**src/hw/rtl/rgbwc_pkg.sv**
```systemverilog
`timescale 1ns / 1ps

package rgbwc_pkg;

    localparam int DEF_MAX_WIDTH     = 1024;
    localparam int DEF_MAX_TAPS_SIDE = 5;
    localparam int MAX_HEIGHT        = 4096;
    localparam int HGT_W             = 13;
    localparam int ROW_W             = 14;
    localparam int OROW_W            = 12;
    localparam int SUM_W             = 16;
    localparam int DEN_W             = 7;
    localparam int RCP_W             = 21;
    localparam int RCP_SHIFT         = 24;
    localparam int CFG_IDX_W         = 3;
    localparam int CFG_DATA_W        = 13;

    localparam logic [CFG_IDX_W-1:0] REG_KERNEL_TYPE  = 3'd0;
    localparam logic [CFG_IDX_W-1:0] REG_WIDE_KERNEL  = 3'd1;
    localparam logic [CFG_IDX_W-1:0] REG_IMAGE_WIDTH  = 3'd2;
    localparam logic [CFG_IDX_W-1:0] REG_IMAGE_HEIGHT = 3'd3;

    localparam logic OP_PIXEL = 1'b0;
    localparam logic OP_FLUSH = 1'b1;

    typedef struct packed {
        logic       opcode;
        logic [7:0] in_red;
        logic [7:0] in_green;
        logic [7:0] in_blue;
    } in_item_t;

    typedef struct packed {
        logic [7:0] out_red;
        logic [7:0] out_green;
        logic [7:0] out_blue;
        logic       frame_last;
    } out_item_t;

    typedef struct packed {
        logic [7:0] red;
        logic [7:0] green;
        logic [7:0] blue;
    } pixel_t;

    typedef struct packed {
        logic signed [SUM_W-1:0] red;
        logic signed [SUM_W-1:0] green;
        logic signed [SUM_W-1:0] blue;
    } partial_t;

    // box, triangle, gaussian, sinc
    localparam int KERN3 [4][9] = '{
        '{1, 1, 1, 1, 1, 1, 1, 1, 1},
        '{1, 2, 1, 2, 4, 2, 1, 2, 1},
        '{1, 2, 1, 2, 5, 2, 1, 2, 1},
        '{2, 3, 2, 3, 4, 3, 2, 3, 2}
    };

    localparam int KERN5 [4][25] = '{
        '{1, 1, 1, 1, 1, 1, 1, 1, 1, 1, 1, 1, 1, 1, 1, 1, 1, 1, 1, 1, 1, 1, 1, 1, 1},
        '{1, 2, 3, 2, 1, 2, 4, 6, 4, 2, 3, 6, 9, 6, 3, 2, 4, 6, 4, 2, 1, 2, 3, 2, 1},
        '{1, 1, 1, 1, 1, 1, 2, 4, 2, 1, 1, 4, 10, 4, 1, 1, 2, 4, 2, 1, 1, 1, 1, 1, 1},
        '{-2, -1, 0, -1, -2, -1, 4, 6, 4, -1, 0, 6, 9, 6, 0, -1, 4, 6, 4, -1,
          -2, -1, 0, -1, -2}
    };

    localparam int DEN3 [4] = '{9, 16, 17, 24};
    localparam int DEN5 [4] = '{25, 81, 50, 33};
    // ceil(2^24 / den)
    localparam int RCP3 [4] = '{1864136, 1048576, 986896, 699051};
    localparam int RCP5 [4] = '{671089, 207127, 335545, 508401};

    function automatic logic [4:0] kernel_weight(input logic [1:0] kt, input logic wide,
                                                 input int dy, input int dx);
        logic [4:0] w;
        w = '0;
        if (wide) begin
            if (dy >= 0 && dy < 5 && dx >= 0 && dx < 5)
            begin
                w = 5'(KERN5[kt][dy * 5 + dx]);
            end
        end
        else if (dy >= 0 && dy < 3 && dx >= 0 && dx < 3)
        begin
            w = 5'(KERN3[kt][dy * 3 + dx]);
        end
        return w;
    endfunction

    function automatic logic [DEN_W-1:0] kernel_den(input logic [1:0] kt, input logic wide);
        return wide ? DEN_W'(DEN5[kt]) : DEN_W'(DEN3[kt]);
    endfunction

    function automatic logic [RCP_W-1:0] kernel_recip(input logic [1:0] kt, input logic wide);
        return wide ? RCP_W'(RCP5[kt]) : RCP_W'(RCP3[kt]);
    endfunction

endpackage

```
**src/hw/rtl/rgbwc_cell.sv**
```systemverilog
`timescale 1ns / 1ps

module rgbwc_cell #(
    parameter int TAPS = rgbwc_pkg::DEF_MAX_TAPS_SIDE
) (
    input  logic                               clk,
    input  logic                               shift,
    input  logic                               en,
    input  rgbwc_pkg::pixel_t [TAPS-1:0]       col_in,
    input  logic [TAPS-1:0][4:0]               weight,
    input  logic [TAPS-1:0]                    row_ok,
    input  logic                               col_ok,
    output rgbwc_pkg::pixel_t [TAPS-1:0]       col_out,
    output rgbwc_pkg::partial_t                part
);

    localparam int SW = rgbwc_pkg::SUM_W;

    rgbwc_pkg::pixel_t [TAPS-1:0] col_reg;
    rgbwc_pkg::partial_t          part_reg;
    rgbwc_pkg::partial_t          part_next;

    always_comb
    begin
        rgbwc_pkg::pixel_t     px;
        logic signed [4:0]     wk;
        part_next = '0;
        for (int k = 0; k < TAPS; k++)
        begin
            px = (row_ok[k] && col_ok) ? col_reg[k] : '0;
            wk = $signed(weight[k]);
            part_next.red   = part_next.red   + SW'(wk) * SW'($signed({1'b0, px.red}));
            part_next.green = part_next.green + SW'(wk) * SW'($signed({1'b0, px.green}));
            part_next.blue  = part_next.blue  + SW'(wk) * SW'($signed({1'b0, px.blue}));
        end
    end

    always_ff @(posedge clk)
    begin
        if (shift)
        begin
            col_reg <= col_in;
        end
        if (en)
        begin
            part_reg <= part_next;
        end
    end

    assign col_out = col_reg;
    assign part    = part_reg;

endmodule

```
**config.mk**
```make
export PLATFORM = sky130hd
export DESIGN_NAME = rgbwc_cell
export DESIGN_NICKNAME = d
export VERILOG_FILES = /design/src/hw/rtl/rgbwc_pkg.sv /design/src/hw/rtl/rgbwc_cell.sv
export SDC_FILE = /design/constraint.sdc
export NUM_CORES = 2
export LEC_CHECK = 0
export ABC_AREA = 1
export ABC_CLOCK_PERIOD_IN_PS = 8020
export BUFFER_PORTS_ARGS = -buffer_cell sky130_fd_sc_hd__buf_2
export CAP_MARGIN = 20
export CORE_ASPECT_RATIO = 1.4
export CORE_MARGIN = 1
export CORE_UTILIZATION = 55
export DETAILED_ROUTE_END_ITERATION = 16
export PLACE_DENSITY = 0.76
export SLEW_MARGIN = 40
export SYNTH_ARGS = -nofsm -noshare
export SYNTH_HDL_FRONTEND = slang
export SYNTH_SLANG_ARGS = --single-unit
```
**constraint.sdc**
```tcl
create_clock -name clk -period 8.02 [get_ports clk]
set_input_delay 0.802 -clock clk [delete_from_list [all_inputs] [get_ports clk]]
set_output_delay 0.802 -clock clk [all_outputs]
set_load 0.03 [all_outputs]
```
==> out/qor.txt <==
status - finished clean
die footprint - 52400 sq um
per-cell routed wire length - 20.2 microns
first-pass GRT wire length - 125 mm
die width - 194 microns
Total Wirelength - 81.5 mm
number of global-route vias before repair - 23200
worst-margin pin slew - 0.853 ns
RSZ-0062 raised after global routing - no
vias - 21400
CP required - 8.28 ns
Final setup viols - 0
setup TNS - 0 ns
fmax - 0.140 GHz
grt total ovfl - 0
leading cell types by count after synthesis - 928 x inv_1, 575 x fa_1, 517 x nand2_1, 341 x nor2_1, 294 x ha_1
Cell Int Power - 6300 uW
Netlist Area Pre-Place - 28300 sq um
Avg Inst Size Synth - 9.22 sq um
CTS Buf Count - 17
Final Instance Area - 31200 sq um
Ports - 322
PwrDens - 429 nW/um^2
share of cells above drive strength 1 - 11.5%
top cell type by total area after synthesis - fa_1
Worst Hold Class - in -> reg
Post-CTS Setup Inserts - 0
Placed Area - 30600 sq um
WP data arrival - 7.39 ns
Seq/Total Area, Yosys - 17.8%
Worst setup EP type - register
Reg power frac - 13.1%
largest net degree at the start of global routing - 67
clk sink count - 168
slowest CP cell - fa_1
CP bufs+invs - 8
switching pwr - 7100 uW
Cell variety after synth - 28
Initial Util - 55.6%
Slew HR - 43.1%
Synth top area share - 40.7%
top post-synthesis cells by area - fa_1 41%, edfxtp_1 18%, ha_1 13%
Primary FF master, synth - edfxtp_1
DR pass1 iterations - 6
Core Box Area - 50900 sq um
maximum VDD drop - 0.844 mV
Clock transition at path regs - 0.08 ns
FF+latch count, synth - 168
CTS Hold Bufs - 0
Setup Skew - 0.0119 ns
Area Growth Syn to Fin - 10.4%
post-route minimum period - 7.14 ns
initial antenna violation count - 3
crit-path max cell delay - 0.62 ns
Post-Syn Instances - 3067
Final Hold Vio Count - 0
clock power share - 6.8%
sw frac - 53.0%
Setup Crit Path Kind - in -> reg
Post-route DRC - 0
HPWL Detailed - 70.0 mm
clk_lat worst skew - 0.50 ns
max reg flops - 120
number of buffer cells added on primary ports - 321
CTS tree - built
Max-cap violations - 0
fin. max-slew vios - 0
H-tree depth - 4
nature of the critical path startpoint - input port
# resized after CTS - 0
Final period util - 89.0%
Die Ht - 270 microns
deepest clock path buffer count - 2
Nets - 4387
Routed Antenna Nets - 0
CP delay by family, top - adder cells
placer congestion estimate - 1.01
# rows - 98
vias per std cell - 5.32
gr usage total - 32.7%
crit-path max FO - 19
clock tree root driver cell - clkbuf_16
cell with the most instances after synthesis - inv_1
synth warn - 0
Leakage - 0.0173 uW
Logic pwr share - 80.0%
Initial DRC Count - 1495
EDFF count, synth - 168
post-synth net total - 4090
post-synthesis async set-or-reset flop share - 0%
worst register-to-register path: stages (launching register included):
cell	delay (ns)
edfxtp_1	0.46
nand2_1	0.18
nor2_1	0.08
fa_1	0.55
inv_1	0.06
fa_1	0.54
fa_1	0.56
inv_1	0.05
fa_1	0.48
fa_1	0.50
fa_1	0.49
inv_1	0.05
fa_1	0.47
inv_1	0.04
ha_1	0.27
ha_1	0.26
fa_1	0.52
a21oi_2	0.28
nor2_1	0.08
nor2_1	0.15
inv_1	0.06
nand2_1	0.06
nand2_1	0.04
cell type report:
| cell class | count | area, sq um |
|---|---|---|
| Timing Repair Buffer | 347 | 1810 |
| Clock inverter | 15 | 190 |
| Fill cell | 4337 | 19700 |
| Tap cell | 650 | 813 |
| Antenna cell | 2 | 5.00 |
| Inverter | 935 | 3510 |
| Clock buffer | 17 | 425 |
| Multi-Input combinational cell | 1895 | 19400 |
| Sequential cell | 168 | 5040 |
power by group through the flow:
stage | logic [uW] | registers (uW) | clock network [uW]
6_report | 10700 | 1760 | 918
3_3_place_gp | 10300 | 1780 | 0
5_1_grt | 12100 | 1770 | 955
4_1_cts | 10700 | 1760 | 931
3_5_place_dp | 10600 | 1770 | 0
2_1_floorplan | 7540 | 2080 | 0
cells by family (layout without fill, tap and decap cells):
family                     count (synthesis)  after routing  share of synthesized area [%]
buffers and inverters                   1004           1314                           13.5
other                                      0              2                              0
and+or+nand+nor                          948            948                           13.0
AOI/OAI and AO/OA                         46             46                          0.977
adders and majority gates                869            869                           53.7
xor gates and xnor gates                  32             32                          0.991
DFF                                      168            168                           17.8
path summary, 6_finish.rpt:
path	start	end	slack [ns]	depth (start not counted)
max	col_ok	part[29]$_DFFE_PP_	0.88	27
min	col_in[90]	col_out[90]$_DFFE_PP_	0.47	1
max reg2reg	col_out[18]$_DFFE_PP_	part[47]$_DFFE_PP_	1.57	22
min reg2reg	col_out[8]$_DFFE_PP_	part[16]$_DFFE_PP_	0.97	3
metal layers:
layer,global-route usage [%],vias up,part of all wire (%)
li1,-,9419,-
met5,0,-,0
met4,30.5,0,10
met3,4.05,339,6.2
met2,57.5,1029,52
met1,34.1,10600,32
per-stage QoR:
stage                     setup slack [ns]  hold WS, ns  total power [uW]  instances  utilization (%)
after floorplan                       1.23        0.901              9620       3067                -
after global placement               0.493        0.959             12100       3995             60.1
after detailed placement             0.438        0.946             12300       3995             60.1
after CTS                            0.964        0.446             13400       4027             61.3
after global routing                 0.563        0.462             14800       4028             61.3
final                                0.884        0.468             13400       4029             61.4
placed cells by master (no fill, tap or decap), drive strengths merged, types with 3 or more instances in the layout:
master and instances:
fa 575, a21o 5, o21ai 14, clkinv 9, xnor2 9, buf 347, nand2 519, a21oi 19
nor2 342, o21bai 5, nand3 80, inv 937, edfxtp 168, ha 294, bufinv 3, nor3 4
xor2 23, clkbuf 17, nand4 3
(Power assumes the default switching activity.)
